[config.mk]
export PLATFORM = sky130hd
export DESIGN_NAME = osss_enc
export DESIGN_NICKNAME = d
export VERILOG_FILES = /design/src/osss_enc.sv
export SDC_FILE = /design/constraint.sdc
export NUM_CORES = 1
export LEC_CHECK = 0
export ABC_AREA = 1
export BUFFER_PORTS_ARGS = -buffer_cell sky130_fd_sc_hd__buf_2
export CAP_MARGIN = 20
export CORE_ASPECT_RATIO = 0.75
export CORE_UTILIZATION = 38
export DETAILED_ROUTE_END_ITERATION = 8
export PLACE_DENSITY_LB_ADDON = 0.15
export SLEW_MARGIN = 0
export SYNTH_ARGS = -nofsm -noshare
export SYNTH_HDL_FRONTEND = slang
export SYNTH_SLANG_ARGS = --single-unit
[constraint.sdc]
create_clock -name vclk -period 0.8
set_input_delay 0.16 -clock vclk [all_inputs]
set_output_delay 0.16 -clock vclk [all_outputs]
set_load 0.05 [all_outputs]
[src/osss_enc.sv]
// One-hot to index encoder for the insert boundary of the chain.
`timescale 1ns / 1ps
module osss_enc #(
    parameter int N  = 64,
    parameter int IW = 6
) (
    input  logic [N-1:0]  i_onehot,
    output logic [IW-1:0] o_index
);

    always_comb begin
        o_index = '0;
        for (int i = 0; i < N; i++) begin
            o_index = o_index | (i_onehot[i] ? IW'(i) : '0);
        end
    end

endmodule

==> results of run 1 <==
==> stage by stage <==
stage / cells / area [sq um] / utilization (%) / worst slack (ns) / hold WS (ns)
after floorplan: 179 / 915 / - / -0.0759 / 0.633
after global placement: 271 / 1290 / 74.4 / -0.355 / 0.831
after detailed placement: 271 / 1290 / 74.4 / -0.372 / 0.828
==> logic make-up after synthesis <==
family                 after synthesis  share of synthesized area [%]
and+or+nand+nor                    122                           69.8
buffers and inverters               57                           30.2
==> reports/metrics.yaml, run 1 <==
cts:
  postCtsSetupRepairBufs: 0
  hold_buffers: 0
  post_cts_resized: 107
synth:
  syn_inst: 179
  synth_cell_types: 10
  ys_seq_area_share_pct: 0
  ys_top_cells_by_count: "nand2_1 (59), nor2_1 (50), inv_1 (38)"
  synth_top_area_share_pct: 31.2
  yosys-top-cells-area: "nand2_1 (31%), nor2_1 (26%), inv_1 (20%)"
  synth_area_sq_um: 709
  avgSynthCellArea_sq_um: 3.96
  synth_area_leader_cell: "nand2_1"
  yosysWarnings: 0
  syn_nets: 243
  yosysMostFrequentCell: "nand2_1"
die:
  ios: 70
  initial_core_util_pct: 40.8
  die_h_um: 39.4
  fp.dieW_um: 51.9
  std_cell_rows: 13
placed_design:
  gp_congestion: 0.843
  dpl.hpwl_um: 1970
  portBuffers: 69
outcome:
  outcome: "aborted with a tool error"
  lastStage: "clock tree synthesis (4_1_cts)"
  stop_error: "[ERROR DPL-0033] detailed placement checks failed during check placement."
==> run 2, diff against run 1 <==
--- a/config.mk
+++ b/config.mk
@@ -8,9 +8,9 @@
 export ABC_AREA = 1
 export BUFFER_PORTS_ARGS = -buffer_cell sky130_fd_sc_hd__buf_2
 export CAP_MARGIN = 20
-export CORE_ASPECT_RATIO = 0.75
-export CORE_UTILIZATION = 38
+export CORE_AREA = 2 2 63 65
 export DETAILED_ROUTE_END_ITERATION = 8
+export DIE_AREA = 0 0 65 67
 export PLACE_DENSITY_LB_ADDON = 0.15
 export SLEW_MARGIN = 0
 export SYNTH_ARGS = -nofsm -noshare
==> run 2 against run 1 <==
  * The flow now finishes, with violations (negative setup slack)
  * Synthesized cell count unchanged
  * Synthesized area unchanged
==> reports/metrics.yaml, run 2 <==
finish:
  layout_commonest_cell: "buf_6"
  final_cell_area_sq_um: 1980
  drive_above_1_share_pct: 81.9
  finalNonFillerCells: 297
  n_antenna_cell: 0
  design.seq.count: 0
  seqCellArea_sq_um: 0
  nets: 315
  area_growth_pct: 179
  nClkBuffers: 0
  final_cell_mix: "buf_6 (31), inv_2 (25), nand2_2 (24)"
detailed_routing:
  vias_per_cell: 3.89
  drc_errors: 0
  drtPass1Iterations: 4
  vias: 1156
  drtAntennaViolNets: 0
  drt_iter0_markers: 12
  avgRoutedWirePerCell_um: 10.0
  wirelength_um: 2970
critical_path:
  path_depth: 8
  crit_family: "simple AND/OR/NAND/NOR gates"
  worstSetupEndpoint: "o_index[5]"
  required_ns: 0.64
  end_kind: "output pin"
  cp_max_fo: 2
  slowest_stage: "buf_8"
  critPathLaunch: "i_onehot[42]"
  cp_slowest_stage_delay_ns: 0.15
  path_class: "in2out"
  cp-start-kind: "primary input"
  cpMostUsedCell: "nand2_2"
  cp.arrival_ns: 0.90
  crit_buf_inv: 3
  cp_cell_sequence: "buf_2 > inv_2 > nand2_2 > nor2_4 > nand2_1 > nor2_2 > nand2_2 > buf_8"
sta:
  relSlewSlack_pct: 91.0
  hold_viol: 0
  drv_slew: 0
  min_period_ns: 1.06
  rsz0062_at_grt: "yes"
  period_share_pct: 132
  tightestPinTransition_ns: 0.134
  max_freq_ghz: 0.945
  fin_setup_tns_ns: -1.51
  setup_viol: 6
  fin_ws_ns: -0.258
global_routing:
  grt_pass1_wl_um: 4400
  overflow: 0
  grt_pass1_vias: 986
  grtUsageTotal_pct: 12.5
  antenna_found_initial: 0
  grt_max_degree: 4
synth:
  avgSynthCellArea_sq_um: 3.96  # unchanged
  synth_cell_types: 10  # unchanged
  synth_top_area_share_pct: 31.2  # unchanged
  syn_nets: 243  # unchanged
  yosys-top-cells-area: "nand2_1 (31%), nor2_1 (26%), inv_1 (20%)"
  synth_area_sq_um: 709  # unchanged
  yosysWarnings: 0  # unchanged
  ys_seq_area_share_pct: 0  # unchanged
  syn_inst: 179  # unchanged
  synth_area_leader_cell: "nand2_1"
  yosysMostFrequentCell: "nand2_1"
  ys_top_cells_by_count: "nand2_1 (59), nor2_1 (50), inv_1 (38)"
power_and_ir_drop:
  p_leak_nw: 0.986
  peakVddDrop_uv: 181
  power.density_nw_per_um2: 385
  power_w: 0.000763
die:
  initial_core_util_pct: 19.7  # -21 points
  core_sq_um: 3610
  die_area_sq_um: 4360
  die_h_um: 67  # +70%
  std_cell_rows: 22  # +9
  fp.dieW_um: 65  # +25%
  ios: 70  # unchanged
placed_design:
  portBuffers: 69  # unchanged
  place_area_sq_um: 1330  # +2.5%
  dpl.hpwl_um: 2390  # +21%
  gp_congestion: 0.723  # -14%
  dp.cells: 297  # +9.6%
flow_run:
  drv_cap: 0
cts:
  hold_buffers: 0  # unchanged
  postCtsSetupRepairBufs: 0  # unchanged
outcome:
  violations: "negative setup slack"
  outcome: "finished, violations left"
worst_hold_path:
  hp-class: "in2out"
==> run 2: cell counts after synthesis <==
No cell type changed its count.
==> run 2: worst min-delay path: stages <==
cell and delay [ns]:
buf_2 0.07, nor2_1 0.03, nand4_1 0.07, nor2_2 0.04
nand2_2 0.06, buf_8 0.14
==> run 2: timing repair <==
action,CTS,global route
pin swaps,49,66
hold endpoints to repair,0,0
setup endpoints to repair,6,6
resized for setup,94,91
==> run 2: layout make-up <==
cell class                 count  area, sq um
tap                           48         60.1
fill                         378         1630
multi-input combinational    122          898
timing repair buffer          70          674
inverter                      57          347
==> run 2: per-layer routing <==
layer | track usage, % | vias up | routed length [um]
met4 | 0 | 0 | 0
li1 | - | 627 | -
met5 | 0 | - | 0
met1 | 17.4 | 485 | 1140
met2 | 21.4 | 44 | 1580
met3 | 1.86 | 0 | 253
==> run 2: worst min-delay path by stage <==
stage                     slack, ns    endpoint  cells after the start         start
after floorplan                0.63  o_index[0]                      6  i_onehot[57]
after global placement         0.84  o_index[1]                      6   i_onehot[2]
after detailed placement       0.84  o_index[1]                      6   i_onehot[2]
after CTS                      0.74  o_index[4]                      6  i_onehot[29]
after global routing           0.78  o_index[1]                      6  i_onehot[39]
final                          0.74  o_index[1]                      6   i_onehot[2]
==> run 2: cell families after synthesis <==
logic type,count (synthesis),synth area share (%)
simple gates,122,69.8
buf+inv,57,30.2
==> run 2: per-stage QoR <==
stage / hold WS, ns / setup slack, ns / util (%)
2_1_floorplan: 0.633 / -0.0759 / -
3_3_place_gp: 0.841 / -0.383 / 36.8
3_5_place_dp: 0.843 / -0.379 / 36.8
4_1_cts: 0.743 / -0.277 / 45.8
5_1_grt: 0.779 / -0.311 / 54.9
6_report: 0.737 / -0.258 / 54.9
==> run 2: report_power, final <==
part           leakage, nW  internal, W  switching [W]  total (W)
logic                0.986     0.000394       0.000369   0.000763
registers                0            0              0          0
clock network            0            0              0          0
Power figures use the tool's default switching activity.
==> run 3, diff against run 2 <==
--- a/config.mk
+++ b/config.mk
@@ -6,11 +6,11 @@
 export NUM_CORES = 1
 export LEC_CHECK = 0
 export ABC_AREA = 1
-export BUFFER_PORTS_ARGS = -buffer_cell sky130_fd_sc_hd__buf_2
 export CAP_MARGIN = 20
 export CORE_AREA = 2 2 63 65
 export DETAILED_ROUTE_END_ITERATION = 8
 export DIE_AREA = 0 0 65 67
+export DONT_BUFFER_PORTS = 1
 export PLACE_DENSITY_LB_ADDON = 0.15
 export SLEW_MARGIN = 0
 export SYNTH_ARGS = -nofsm -noshare
==> run 3 against run 2 <==
  * The flow still finishes with violations (negative setup slack)
  * Design area decreased by 21%
  * Count of clock-buffer cells in the layout unchanged
  * Final cell count is 24% lower
  * Critical endpoint is now o_index[2]
  * Largest power group unchanged
==> reports/metrics.yaml, run 3 (synthesis results as in run 2) <==
sta:
  fin_setup_tns_ns: -0.444  # +1.07 ns
  rsz0062_at_grt: "yes"
  relSlewSlack_pct: 88.9  # -2.2 points
  drv_slew: 0  # unchanged
  min_period_ns: 0.881  # -0.177 ns
  fin_ws_ns: -0.0809  # +0.177 ns
  period_share_pct: 110  # -22 points
  setup_viol: 6  # unchanged
  max_freq_ghz: 1.14  # +20%
  tightestPinTransition_ns: 0.167  # +0.0327 ns
  hold_viol: 0  # unchanged
power_and_ir_drop:
  power_w: 0.000466  # -39%
  p_clk_share_pct: 0  # unchanged
  p_leak_nw: 0.723  # -27%
  sequentialPowerShare_pct: 0  # unchanged
  power_switching_w: 0.000250  # -32%
  peakVddDrop_uv: 99.7  # -45%
  p_int_w: 0.000216  # -45%
  power.density_nw_per_um2: 300  # -22%
  p_comb_share_pct: 100.0  # about the same
  switching_share_pct: 53.6  # +5.3 points
finish:
  n_antenna_cell: 0  # unchanged
  final_cell_mix: "nand2_4 (24), nor2_4 (24), nand2_2 (21)"
  area_growth_pct: 119
  finalNonFillerCells: 227  # -24%
  design.seq.count: 0  # unchanged
  nets: 245  # -22%
  drive_above_1_share_pct: 77.7  # -4.3 points
  nClkBuffers: 0  # unchanged
  seqCellArea_sq_um: 0  # unchanged
critical_path:
  end_kind: "output pin"
  cp.arrival_ns: 0.72  # -0.18 ns
  path_class: "in2out"
  required_ns: 0.64  # about the same
  cp_max_fo: 2  # unchanged
  cp-start-kind: "primary input"
global_routing:
  grt_busiest_layer: "met2"
  grt_pass1_vias: 959  # -2.7%
  grtUsageTotal_pct: 11.9  # -0.60 points
  overflow: 0  # unchanged
  grtUsageMet2_pct: 22.4  # +1.0 points
  grt_max_degree: 4  # unchanged
  gr-usage-met3_pct: 1.69  # -0.17 points
  grt_pass1_wl_um: 4110  # -6.6%
  antenna_found_initial: 0  # unchanged
  use_met1_pct: 14.7  # -2.7 points
die:
  core_sq_um: 3610  # unchanged
  die_area_sq_um: 4360  # unchanged
  die_h_um: 67  # unchanged
  ios: 70  # unchanged
  initial_core_util_pct: 19.7  # unchanged
  fp.dieW_um: 65  # unchanged
  std_cell_rows: 22  # unchanged
placed_design:
  portBuffers: 0  # -100%
  dp.cells: 227  # -24%
  gp_congestion: 0.811  # +12%
  dpl.hpwl_um: 2320  # -3.0%
detailed_routing:
  avgRoutedWirePerCell_um: 12.0  # +20%
  vias: 952  # -18%
  vias_per_cell: 4.19  # +7.7%
  wirelength_um: 2710  # -8.7%
  drtPass1Iterations: 4  # unchanged
  drtAntennaViolNets: 0  # unchanged
  drc_errors: 0  # unchanged
  drt_iter0_markers: 12  # unchanged
worst_hold_path:
  hp-class: "in2out"
flow_run:
  drv_cap: 0  # unchanged
outcome:
  outcome: "finished, violations left"
  violations: "negative setup slack"
cts:
  hold_buffers: 0  # unchanged
[run 3: cell types whose count changed in the layout (fill, tap and decap cells not counted), moves of 5 or more]
cell     previous run  this run
inv_6               4         9
nand2_4            19        24
buf_8              12         0
nor2_2             20        15
buf_6              31         0
nor2_4             19        24
inv_2              25        12
buf_2              23         0
[run 3: worst paths after layout]
kind | slack, ns | cells past startpoint | to | start
max | -0.08 | 6 | o_index[2] | i_onehot[60]
min | 0.61 | 4 | o_index[1] | i_onehot[34]
[run 3: metal layers]
layer	routed length [um]	part of all wire, %
met5	0	0
met4	15	0.55
met3	211	7.8
met2	1480	54
met1	1010	37
[run 3: area by class of cell]
cell class | count | area (sq um)
Inverter | 57 | 524
Multi-Input combinational cell | 122 | 970
Tap cell | 48 | 60.1
Fill cell | 397 | 2050
[run 3: worst max-delay path, stage by stage]
cell	delay [ns]
inv_12	0.03
nand2_8	0.04
nor2_4	0.15
nand2_4	0.09
nor2_4	0.12
nand2_4	0.12
[run 3: what timing repair did]
item	in CTS	in global routing
buffers inserted	0	0
gates cloned	0	0
pin swaps	51	51
setup endpoints to repair	6	6
gates resized for setup	109	68
[run 3: metrics by stage]
stage | hold WS, ns | setup WS [ns] | util [%] | area, sq um
final | 0.611 | -0.0809 | 43.1 | 1550
after global routing | 0.633 | -0.146 | 43.1 | 1550
after CTS | 0.614 | -0.0873 | 36.5 | 1320
after detailed placement | 0.664 | -0.197 | 27.0 | 975
after global placement | 0.663 | -0.189 | 27.0 | 975
after floorplan | 0.633 | -0.0759 | - | 915
[run 3: power groups by stage]
| stage | Sequential [W] | Combinational [W] | Clock [W] |
|---|---|---|---|
| 6_report | 0 | 0.000466 | 0 |
| 5_1_grt | 0 | 0.000510 | 0 |
| 4_1_cts | 0 | 0.000379 | 0 |
| 3_5_place_dp | 0 | 0.000269 | 0 |
| 3_3_place_gp | 0 | 0.000265 | 0 |
| 2_1_floorplan | 0 | 0.000226 | 0 |
