File: config.mk
export PLATFORM = sky130hd
export DESIGN_NAME = osss_cell
export DESIGN_NICKNAME = d
export VERILOG_FILES = /design/src/osss_pkg.sv /design/src/osss_cell.sv
export SDC_FILE = /design/constraint.sdc
export NUM_CORES = 1
export LEC_CHECK = 0
export ABC_AREA = 0
export CAP_MARGIN = 20
export CORE_AREA = 5 5 94 96
export DETAILED_ROUTE_END_ITERATION = 6
export DIE_AREA = 0 0 99 101
export DONT_BUFFER_PORTS = 1
export SLEW_MARGIN = 20
export SYNTH_ARGS = -nofsm -noshare
export SYNTH_HDL_FRONTEND = slang
export SYNTH_SLANG_ARGS = --single-unit
File: constraint.sdc
create_clock -name i_clk -period 3.24 [get_ports i_clk]
set_input_delay 0.162 -clock i_clk [delete_from_list [all_inputs] [get_ports i_clk]]
set_output_delay 0.162 -clock i_clk [all_outputs]
set_load 0.02 [all_outputs]
File: src/osss_pkg.sv
// Shared types and constants of the order statistic sorted set.
`timescale 1ns / 1ps
package osss_pkg;

    localparam int CAPACITY_DEF = 64;
    localparam int VAL_W        = 32;
    localparam int POS_W        = 6;
    localparam int RANK_W       = 6;
    localparam int STAT_W       = 2;
    localparam int IN_TDATA_W   = 40;
    localparam int OUT_TDATA_W  = 8;

    localparam logic OP_INSERT = 1'b0;
    localparam logic OP_DELETE = 1'b1;

    localparam logic [STAT_W-1:0] ST_INSERTED  = 2'd0;
    localparam logic [STAT_W-1:0] ST_REMOVED   = 2'd1;
    localparam logic [STAT_W-1:0] ST_DEL_RANGE = 2'd2;
    localparam logic [STAT_W-1:0] ST_FULL      = 2'd3;

    // Request broadcast to every cell of the chain.
    typedef struct packed {
        logic                    ins;
        logic                    del;
        logic signed [VAL_W-1:0] value;
        logic [POS_W-1:0]        pos;
    } t_req;

endpackage

File: src/osss_cell.sv
// One cell of the sorted chain: holds one entry and shifts with its neighbors.
`timescale 1ns / 1ps
module osss_cell #(
    parameter int IW    = 6,
    parameter int CW    = 7,
    parameter int INDEX = 0
) (
    input  logic                             i_clk,
    input  logic                             i_en,
    input  osss_pkg::t_req                   i_req,
    input  logic [CW-1:0]                    i_count,
    input  logic signed [osss_pkg::VAL_W-1:0] i_prev_val,
    input  logic                             i_prev_gt,
    input  logic signed [osss_pkg::VAL_W-1:0] i_next_val,
    output logic signed [osss_pkg::VAL_W-1:0] o_val,
    output logic                             o_gt,
    output logic                             o_bnd
);

    localparam int PW = (IW > osss_pkg::POS_W) ? IW : osss_pkg::POS_W;

    logic signed [osss_pkg::VAL_W-1:0] r_val;
    logic signed [osss_pkg::VAL_W-1:0] n_val;
    logic                              r_bnd;
    logic                              w_live;
    logic                              w_at_or_past;

    assign w_live       = CW'(INDEX) < i_count;
    assign o_gt         = w_live && (r_val > i_req.value);
    assign w_at_or_past = PW'(INDEX) >= PW'(i_req.pos);

    always_comb begin
        n_val = r_val;
        if (i_req.ins) begin
            // keep a greater entry, take the new value at the boundary, shift right after it
            if (!o_gt) begin
                n_val = i_prev_gt ? i_req.value : i_prev_val;
            end
        end else if (i_req.del) begin
            if (w_at_or_past) begin
                n_val = i_next_val;
            end
        end
    end

    always_ff @(posedge i_clk) begin
        if (i_en) begin
            r_val <= n_val;
            r_bnd <= !o_gt && i_prev_gt;
        end
    end

    assign o_val = r_val;
    assign o_bnd = r_bnd;

endmodule

==> results of run 1 <==
## worst min path at each step
| stage | start | endpoint | slack, ns | cells after the start |
|---|---|---|---|---|
| floorplan | i_en | o_bnd$_DFFE_PP_ | 0.27 | 0 |
| global placement | i_en | o_bnd$_DFFE_PP_ | 0.27 | 0 |
| detailed placement | i_en | o_bnd$_DFFE_PP_ | 0.27 | 0 |
| CTS | i_req[39] | o_val[29]$_DFFE_PP_ | 0.08 | 1 |
| global route | i_req[39] | o_val[31]$_DFFE_PP_ | 0.08 | 1 |
| finish | i_req[39] | o_val[29]$_DFFE_PP_ | 0.09 | 1 |
## cell type report
type	count	area, um2	area share (%)
flip-flops and latches	33	991	34.6
well taps	105	131	4.59
clock buffers	6	72.6	2.54
inverters	32	120	4.20
repair buffers	12	105	3.67
clock inverters	2	33.8	1.18
multi-input cells	190	1410	49.2
## registers in the layout, indices dropped and copies added (netlist names)
name / count
o_val: 32
o_bnd: 1
## power groups by stage
stage	combinational, mW	sequential (mW)	clock [mW]
2_1_floorplan	0.166	0.555	0
3_3_place_gp	0.205	0.552	0
3_5_place_dp	0.208	0.552	0
4_1_cts	0.210	0.542	0.397
5_1_grt	0.236	0.545	0.415
6_report	0.205	0.542	0.382
## layout by cell type (no fill, tap or decap), types with 2 or more instances in the layout
cell      count
clkbuf_8      5
o21ai_0       4
nor4_1        2
nand4_1       7
edfxtp_1     33
o211ai_1      3
inv_1        32
ha_1         32
mux2i_1      32
nand2_1       7
a21oi_1      45
nor2_1       36
buf_4        10
nand3_1       3
## stage by stage
stage | std cells | worst slack (ns) | utilization, % | hold WS (ns)
3_3_place_gp | 371 | 0.424 | 34.4 | 0.275
2_1_floorplan | 266 | 0.0259 | - | 0.274
5_1_grt | 380 | 0.247 | 35.9 | 0.0788
6_report | 380 | 0.408 | 35.9 | 0.0884
4_1_cts | 380 | 0.350 | 35.9 | 0.0763
3_5_place_dp | 371 | 0.366 | 34.4 | 0.275
## cells by family (layout without fill, tap and decap cells)
| kind of cell | after synthesis | in the layout | share of synthesized area (%) |
|---|---|---|---|
| fa+ha+maj | 32 | 32 | 15.7 |
| flops | 33 | 33 | 38.8 |
| compound gates | 61 | 61 | 14.0 |
| mux | 32 | 32 | 12.5 |
| buf+inv | 43 | 52 | 6.42 |
| simple gates | 65 | 65 | 12.5 |
## what timing repair did
action	CTS	global route
endpoints found under the setup margin	0	0
hold buffers	1	0
hold endpoints to repair	1	0
## worst max-delay path, cell delays in order (launching register included)
cell and delay (ns):
edfxtp_1 0.51, ha_1 0.36, a21oi_1 0.15, o21ai_0 0.12, a22oi_1 0.22, o211ai_1 0.27
or3b_2 0.54, nand2_1 0.22
## routing by layer
layer / track usage [%] / vias up / wire, um
met5: 0 / - / 0
met4: 3.15 / 0 / 47
met3: 6.30 / 5 / 887
met2: 23.5 / 104 / 3300
met1: 14.8 / 918 / 2610
li1: - / 979 / -
==> summary.md, run 1 <==
| Metric | Value |
|---|---|
| Outcome | completed |
| H-Tree Depth | 2 |
| Layout area overhead | 12.0% |
| Cell Int Power | approximately 0.83 mW |
| Vias/cell | 5.28 |
| Most used DFF post-synth | edfxtp_1 |
| Reg-to-reg setup timing slack | roughly 0.42 ns |
| Synth cell types | 34 |
| Top-area cell type share of the netlist area | 38.8% |
| Routed Antenna Nets | 0 |
| Grt total ovfl | 0 |
| Net Switching | 0.299 mW |
| CP Launch Point | o_val[19]$_DFFE_PP_ |
| Worst min path class | in2reg |
| CTS resizes | 0 |
| First-pass DRT Iterations | 4 |
| Die W | around 99 um |
| Worst Path Max Fanout | 4 |
| # IOs | ~150 |
| Worst slew margin | between 60% and 70% |
| Nets | between 400 and 500 |
| First-pass GRT wire length | 10,500 um |
| Setup Fix Bufs, Post-CTS | 0 |
| Pwr/cell area | 395 nW/um2 |
| DR vias | around 2,000 |
| Row count | 33 |
| Worst setup path endpoint | o_gt |
| Ranking of synthesized cells by area | edfxtp_1 39%, ha_1 16%, mux2i_1 13% |
| Routed WL | about 6800 um |
| Syn Nets | around 400 |
| Setup violators final | 0 |
| Data required, critical path | ~3.1 ns |
| Insertion delay to the later sink of the worst-skew pair | roughly 0.28 ns |
| EDFF count, synth | 33 |
| Crit path time final | ~2.8 ns |
| Async set-reset flop share out of synthesis | 0% |
| Reg2reg start | o_val[31]$_DFFE_PP_ |
| Period utilization | between 80% and 90% |
| Clk pwr share | around a third |
| Layout cells sized above 1 | a little under a tenth |
| Fin area | around 2900 um2 |
| Hold Vio Cnt, Final | 0 |
| Slew @ Worst Pin | 0.557 ns |
| Mapped Cells | roughly 270 |
| Register share of total power | a little under half |
| Die area | ~10000 um2 |
| Max IR drop VDD | a little under 0.2 mV |
| Clk pin slew, worst setup/hold paths | about 0.070 ns |
| CTS tree | built |
| Slew Viols, Final | 0 |
| Worst Path Arrival | roughly 2.7 ns |
| Initial antenna violation count | 0 |
| Mapped Area | around 2600 um2 |
| Register area share after synthesis | 38.8% |
| CP endpoint kind | output pin |
| # port buffers | 0 |
| Logic gate share of total power | 18.2% |
| Top cells by instance count after synthesis | 45 x a21oi_1, 36 x nor2_1, 33 x edfxtp_1 |
| Core box area | between 7000 and 8000 um2 |
| Worst r2r path cells | 8 |
| WS Path Type | reg2out |
| Startpoint types | flop |
| Power, Total | ~1.1 mW |
| Most frequent cell after synthesis | a21oi_1 |
| CTS buffer count | 5 |
| Avg Inst Size Synth | 9.60 um2 |
| Yosys warns | 0 |
| Max cap viols | 0 |
| RSZ-0062 raised after global routing | false |
| Ant diodes | 0 |
| Setup Total Neg Slack | 0 ns |
| Clock Path Buffers | 2 |
| DR iter-0 viols | 25 |
| Synthesis-stage register bit count | 33 |
| Vias in the first global route | ~2,100 |
| WL per Instance | between 15 and 20 um |
| Total GRT Usage | around 13% |
| Clock Skews | 0.00544 ns |
| Pin count of the biggest net entering global routing | 68 |
| Highest clock rate | 0.353 GHz |
| DRC Markers | 0 |
| Chip height | slightly above 100 um |
| CTS Sinks | 33 |
| Area of placed instances | 2740 um2 |
| Initial Utilization | between 30% and 40% |
| Net Sw Frac | 26.5% |
| Fillcell total | roughly 800 |
| Reg-to-Reg End | o_val[30]$_DFFE_PP_ |
| Dpl hpwl | between 5000 and 6000 um |
| GPL Wtd Cong | approximately 0.83 |
| P_leak | 1.24 nW |
| Top cell type by total area after synthesis | edfxtp_1 |
| Root Buffer | clkbuf_8 |
(Power assumes the default switching activity.)
==> inputs of run 2 (changes only) <==
- HOLD_SLACK_MARGIN: not set -> 0.1
==> run 2 against run 1 <==
Clock-buffer cell count unchanged. Clock power about the same. Combinational power increased by 6%. Via count increased by 1.5%. Largest cell class unchanged. Total power increased by 1.4%. Worst setup slack got worse by 0.0085 ns. Highest routed layer unchanged.
==> summary.md, run 2 (synthesis gave the netlist of run 1 again) <==
| Metric | Value |
|---|---|
| Register Area | 991 um2 (unchanged) |
| Vias in the first global route | 2,197 (+3.5%) |
| Ant diodes | 0 (unchanged) |
| Row count | 33 (unchanged) |
| Data required, critical path | 3.08 ns (about the same) |
| Crit path time final | 2.84 ns (+0.00854 ns) |
| Core box area | 7970 um2 (unchanged) |
| Worst path cell trace | ha_1, a21oi_1, o21ai_0, a22oi_1, o211ai_1, or3b_2, nand2_1 |
| DRC Markers | 0 (unchanged) |
| Fin area | 2900 um2 (+1.4%) |
| First-pass GRT wire length | 11,000 um (+4.9%) |
| Area of placed instances | 2740 um2 (unchanged) |
| # port buffers | 0 (unchanged) |
| CTS buffer count | 5 (unchanged) |
| Clock Path Buffers | 2 (unchanged) |
| Nets | 423 (+0.71%) |
| First-pass DRT Iterations | 4 (unchanged) |
| Die area | 10000 um2 (unchanged) |
| CTS tree | built |
| Slew Viols, Final | 0 (unchanged) |
| # IOs | 148 (unchanged) |
| CTS resizes | 0 (unchanged) |
| P_leak | 1.26 nW (+1.4%) |
| Max IR drop VDD | 0.193 mV (+0.20%) |
| Most common cell after layout, fill and taps aside | a21oi_1 |
| GPL Wtd Cong | 0.834 (unchanged) |
| Worst path slowest cell | or3b_2 |
| Outcome | completed |
| Routed Antenna Nets | 0 (unchanged) |
| Layout cells sized above 1 | 9.35% (+0.26 points) |
| WL per Instance | 18.9 um (+4.9%) |
| Pwr/cell area | 395 nW/um2 (about the same) |
| Dpl hpwl | 5530 um (unchanged) |
| Period utilization | 87.7% (+0.26 points) |
| Worst Path Max Fanout | 4 (unchanged) |
| Vias/cell | 5.32 (+0.70%) |
| Routed WL | 7230 um (+5.7%) |
| Worst min path class | in2reg |
| Root Buffer | clkbuf_8 |
| Chip height | 101 um (unchanged) |
| Multi-input logic area | 1410 um2 (unchanged) |
| CTS Hold Bufs | 4 (+3) |
| Pin count of the biggest net entering global routing | 37 (-46%) |
| Setup Total Neg Slack | 0 ns (unchanged) |
| CP endpoint kind | output pin |
| Clock Skews | 0.00688 ns (+0.00144 ns) |
| Grt total ovfl | 0 (unchanged) |
| Worst slew margin | 62.5% (-0.26 points) |
| Most frequent cells in the layout | 45 x a21oi_1, 36 x nor2_1, 33 x edfxtp_1 |
| Die W | 99 um (unchanged) |
| WS Path Type | reg2out |
| Insertion delay to the later sink of the worst-skew pair | 0.28 ns (about the same) |
| Slew @ Worst Pin | 0.558 ns (+0.00123 ns) |
| Clk pin slew, worst setup/hold paths | 0.07 ns (about the same) |
| Hold Vio Cnt, Final | 0 (unchanged) |
| Number of flip-flops in the largest register | 32 (unchanged) |
| Layout area overhead | 13.6% |
| Highest clock rate | 0.352 GHz (-0.30%) |
| Initial antenna violation count | 0 (unchanged) |
| Worst Path Arrival | 2.68 ns (about the same) |
| DR vias | 2,036 (+1.5%) |
| Worst stage delay on the critical path | 0.55 ns (about the same) |
| H-Tree Depth | 2 (unchanged) |
| DR iter-0 viols | 29 (+16%) |
| Startpoint types | flop |
| Max cap viols | 0 (unchanged) |
| RSZ-0062 raised after global routing | false |
| Setup Fix Bufs, Post-CTS | 0 (unchanged) |
| Initial Utilization | 32.0% (unchanged) |
| Fillcell total | 793 (-0.25%) |
| Total GRT Usage | 14.2% (+0.74 points) |
| CTS Sinks | 33 (unchanged) |
| Setup violators final | 0 (unchanged) |
[run 2: critical path: cells and delay by family, from the launching register on]
kind / cells / cell delay (ns)
compound gates: 4 / 0.76
fa+ha+maj: 1 / 0.36
flops: 1 / 0.51
simple gates: 2 / 0.77
[run 2: final cells by class]
type	instances	area share [%]
Clock buffer	6	2.50
Timing Repair Buffer	15	5.00
Multi-Input combinational cell	190	48.5
Inverter	32	4.14
Tap cell	105	4.53
Sequential cell	33	34.2
Clock inverter	2	1.16
[run 2: per-stage QoR]
step | worst slack [ns] | power [mW] | utilization, % | hold WS (ns) | instances
2_1_floorplan | 0.0259 | 0.720 | - | 0.274 | 266
3_3_place_gp | 0.424 | 0.756 | 34.4 | 0.275 | 371
3_5_place_dp | 0.366 | 0.760 | 34.4 | 0.275 | 371
4_1_cts | 0.350 | 1.16 | 36.4 | 0.100 | 383
5_1_grt | 0.246 | 1.21 | 36.4 | 0.108 | 383
6_report | 0.399 | 1.14 | 36.4 | 0.107 | 383
[run 2: worst paths after layout]
path                       start                   to  slack (ns)  depth (start not counted)
max          o_val[19]$_DFFE_PP_                 o_gt        0.40                          7
max reg2reg  o_val[31]$_DFFE_PP_   o_val[5]$_DFFE_PP_        0.40                          8
min reg2reg  o_val[31]$_DFFE_PP_      o_bnd$_DFFE_PP_        1.07                          3
min               i_next_val[23]  o_val[23]$_DFFE_PP_        0.11                          2
[run 2: power breakdown]
| group | leakage (nW) | total [mW] | switching [mW] | internal, mW |
|---|---|---|---|---|
| Sequential | 0.305 | 0.542 | 0.0365 | 0.506 |
| Combinational | 0.901 | 0.218 | 0.116 | 0.101 |
| Clock | 0.0528 | 0.385 | 0.157 | 0.227 |
| Total | 1.26 | 1.14 | 0.310 | 0.834 |
[run 2: per-layer routing]
layer / global-route usage (%) / share of wire, % / vias to the layer above
met4: 3.15 / 0.65 / 0
met2: 25.2 / 49 / 104
met1: 15.6 / 38 / 941
met3: 6.30 / 12 / 5
li1: - / - / 986
met5: 0 / 0 / -
==> inputs of run 3 (changes only) <==
==> constraint.sdc (replaced) <==
create_clock -name i_clk -period 3.24 [get_ports i_clk]
set_input_delay 0.648 -clock i_clk [delete_from_list [all_inputs] [get_ports i_clk]]
set_output_delay 0.648 -clock i_clk [all_outputs]
set_load 0.02 [all_outputs]
==> run 3 against run 2 <==
Hold slack better by 0.37 ns. Register-to-register slack worse by 0.12 ns. Flip-flop and latch count stayed put. Critical path depth is 1 higher. Clock power hardly changed. Cell count is 1.3% lower. Critical path type unchanged. Critical endpoint unchanged. Largest power group unchanged.
==> summary.md, run 3 (synthesis gave the netlist of run 1 again) <==
| Metric | Value |
|---|---|
| Number of flip-flops in the largest register | 32 (unchanged) |
| Total GRT Usage | 12.7% (-1.4 points) |
| Slew @ Worst Pin | 0.419 ns (-0.139 ns) |
| Insertion delay to the later sink of the worst-skew pair | 0.28 ns (about the same) |
| Root Buffer | clkbuf_8 |
| Bufs and invs on worst path | 1 (+1) |
| Period utilization | 95.7% (+8.0 points) |
| CTS Sinks | 33 (unchanged) |
| Layout cells sized above 1 | 11.0% (+1.6 points) |
| Pin count of the biggest net entering global routing | 68 (+84%) |
| Final core occ | 36.3% (-0.14 points) |
| Clk pwr share | 34.0% (+0.4 points) |
| Place WS | 0.0764 ns (-0.290 ns) |
| Row count | 33 (unchanged) |
| Dpl hpwl | 5430 um (-1.7%) |
| Initial antenna violation count | 0 (unchanged) |
| Cell Int Power | 0.830 mW (-0.45%) |
| Reg2reg start | o_val[26]$_DFFE_PP_ |
| Routed Antenna Nets | 0 (unchanged) |
| Setup violators final | 0 (unchanged) |
| Worst stage delay on the critical path | 0.51 ns (-0.04 ns) |
| Worst path cell trace | ha_1, nor2b_1, o211ai_1, a2111oi_0, buf_4, o31a_2, o211ai_1, nand2_2 |
| # port buffers | 0 (unchanged) |
| Startpoint of the worst hold path | i_en |
| WS Path Type | reg2out |
| Logic gate share of total power | 17.7% (-1.3 points) |
| Worst min path class | in2reg |
| Vias/cell | 5.29 (-0.47%) |
| Nets | 418 (-1.2%) |
| Die area | 10000 um2 (unchanged) |
| Most common cell after layout, fill and taps aside | a21oi_1 |
| Max cap viols | 0 (unchanged) |
| Crit path time final | 3.10 ns (+0.260 ns) |
| Fin area | 2890 um2 (-0.39%) |
| Worst slew margin | 71.8% (+9.3 points) |
| CTS tree | built |
| Clk pin slew, worst setup/hold paths | 0.07 ns (about the same) |
| GPL Wtd Cong | 0.772 (-7.5%) |
| Hold Vio Cnt, Final | 0 (unchanged) |
| Net Sw Frac | 26.8% (-0.25 points) |
| Outcome | completed |
| CP Launch Point | o_val[1]$_DFFE_PP_ |
| Max IR drop VDD | 0.198 mV (+2.3%) |
| # IOs | 148 (unchanged) |
| Most frequent cells in the layout | 45 x a21oi_1, 36 x nor2_1, 33 x edfxtp_1 |
| Setup Fix Bufs, Post-CTS | 0 (unchanged) |
| Routed WL | 6800 um (-5.9%) |
| Worst path slowest cell | edfxtp_1 |
| Grt total ovfl | 0 (unchanged) |
| Data required, critical path | 2.59 ns (-0.49 ns) |
| DRC Markers | 0 (unchanged) |
| Register share of total power | 48.3% (+0.9 points) |
| Net Switching | 0.305 mW (-1.7%) |
| H-Tree Depth | 2 (unchanged) |
| WL per Instance | 18.0 um (-4.6%) |
| Clock Path Buffers | 2 (unchanged) |
| DR iter-0 viols | 60 (+110%) |
| Worst Path Arrival | 2.45 ns (-0.23 ns) |
| Ant diodes | 0 (unchanged) |
| Startpoint types | flop |
| CTS buffer count | 5 (unchanged) |
| Worst Slack Setup Final | 0.139 ns (-0.260 ns) |
| Die W | 99 um (unchanged) |
| CP endpoint kind | output pin |
| Chip height | 101 um (unchanged) |
| CP dominant cell by count | o211ai_1 |
| Initial Utilization | 32.0% (unchanged) |
| First-pass GRT wire length | 10,100 um (-8.4%) |
| Slew Viols, Final | 0 (unchanged) |
| First-pass DRT Iterations | 4 (unchanged) |
| Delay-heaviest family, CP | compound AO/OA/AOI/OAI gates |
| Layout area overhead | 13.1% |
| Highest clock rate | 0.323 GHz (-8.4%) |
| Area of placed instances | 2740 um2 (-0.27%) |
| Core box area | 7970 um2 (unchanged) |
| Pwr/cell area | 393 nW/um2 (-0.41%) |
| DR vias | 2,000 (-1.8%) |
| P_leak | 1.23 nW (-2.2%) |
| Clock Skews | 0.00586 ns (-0.00102 ns) |
| Worst Path Max Fanout | 2 (-2) |
| Vias in the first global route | 2,081 (-5.3%) |
[run 3: changes by cell type in the layout (fill, tap and decap cells not counted), sizes merged]
| cell | before | now |
|---|---|---|
| buf | 12 | 10 |
| dlygate4sd3 | 3 | 0 |
[run 3: layer usage]
layer,up-vias,GRT usage (%),routed length (um)
li1,980,-,-
met1,930,13.8,2570
met2,88,22.0,3430
met3,2,6.09,757
met4,0,3.89,50
met5,-,0,0
[run 3: through the flow]
step	total power [mW]	hold slack, ns	cells	TNS (ns)
floorplan	0.722	0.760	266	0
CTS	1.15	0.460	378	0
detailed placement	0.757	0.761	370	0
finish	1.14	0.473	378	0
global route	1.20	0.454	378	-0.00543
global placement	0.750	0.761	370	0
[run 3: repair_timing]
action	4_1_cts	5_1_grt
hold buffers	0	0
hold endpoints to repair	0	0
setup endpoints to repair	0	1
resized for setup	0	5
[run 3: final timing paths]
kind | to | slack (ns) | cells past startpoint
max | o_gt | 0.14 | 8
min | o_bnd$_DFFE_PP_ | 0.47 | 0
max reg2reg | o_val[29]$_DFFE_PP_ | 0.28 | 8
min reg2reg | o_bnd$_DFFE_PP_ | 1.03 | 3
[run 3: power by group through the flow]
| stage | Combinational [mW] | Sequential [mW] | Clock (mW) |
|---|---|---|---|
| 2_1_floorplan | 0.167 | 0.555 | 0 |
| 3_3_place_gp | 0.193 | 0.557 | 0 |
| 3_5_place_dp | 0.199 | 0.558 | 0 |
| 4_1_cts | 0.200 | 0.548 | 0.400 |
| 5_1_grt | 0.232 | 0.551 | 0.414 |
| 6_report | 0.201 | 0.548 | 0.386 |
[run 3: area by class of cell]
type	instances	area (um2)
clock inverters	2	33.8
clock buffers	6	72.6
multi-input cells	190	1470
inverters	32	120
well taps	105	131
flip-flops and latches	33	991
fillers	809	5080
repair buffers	10	75.1
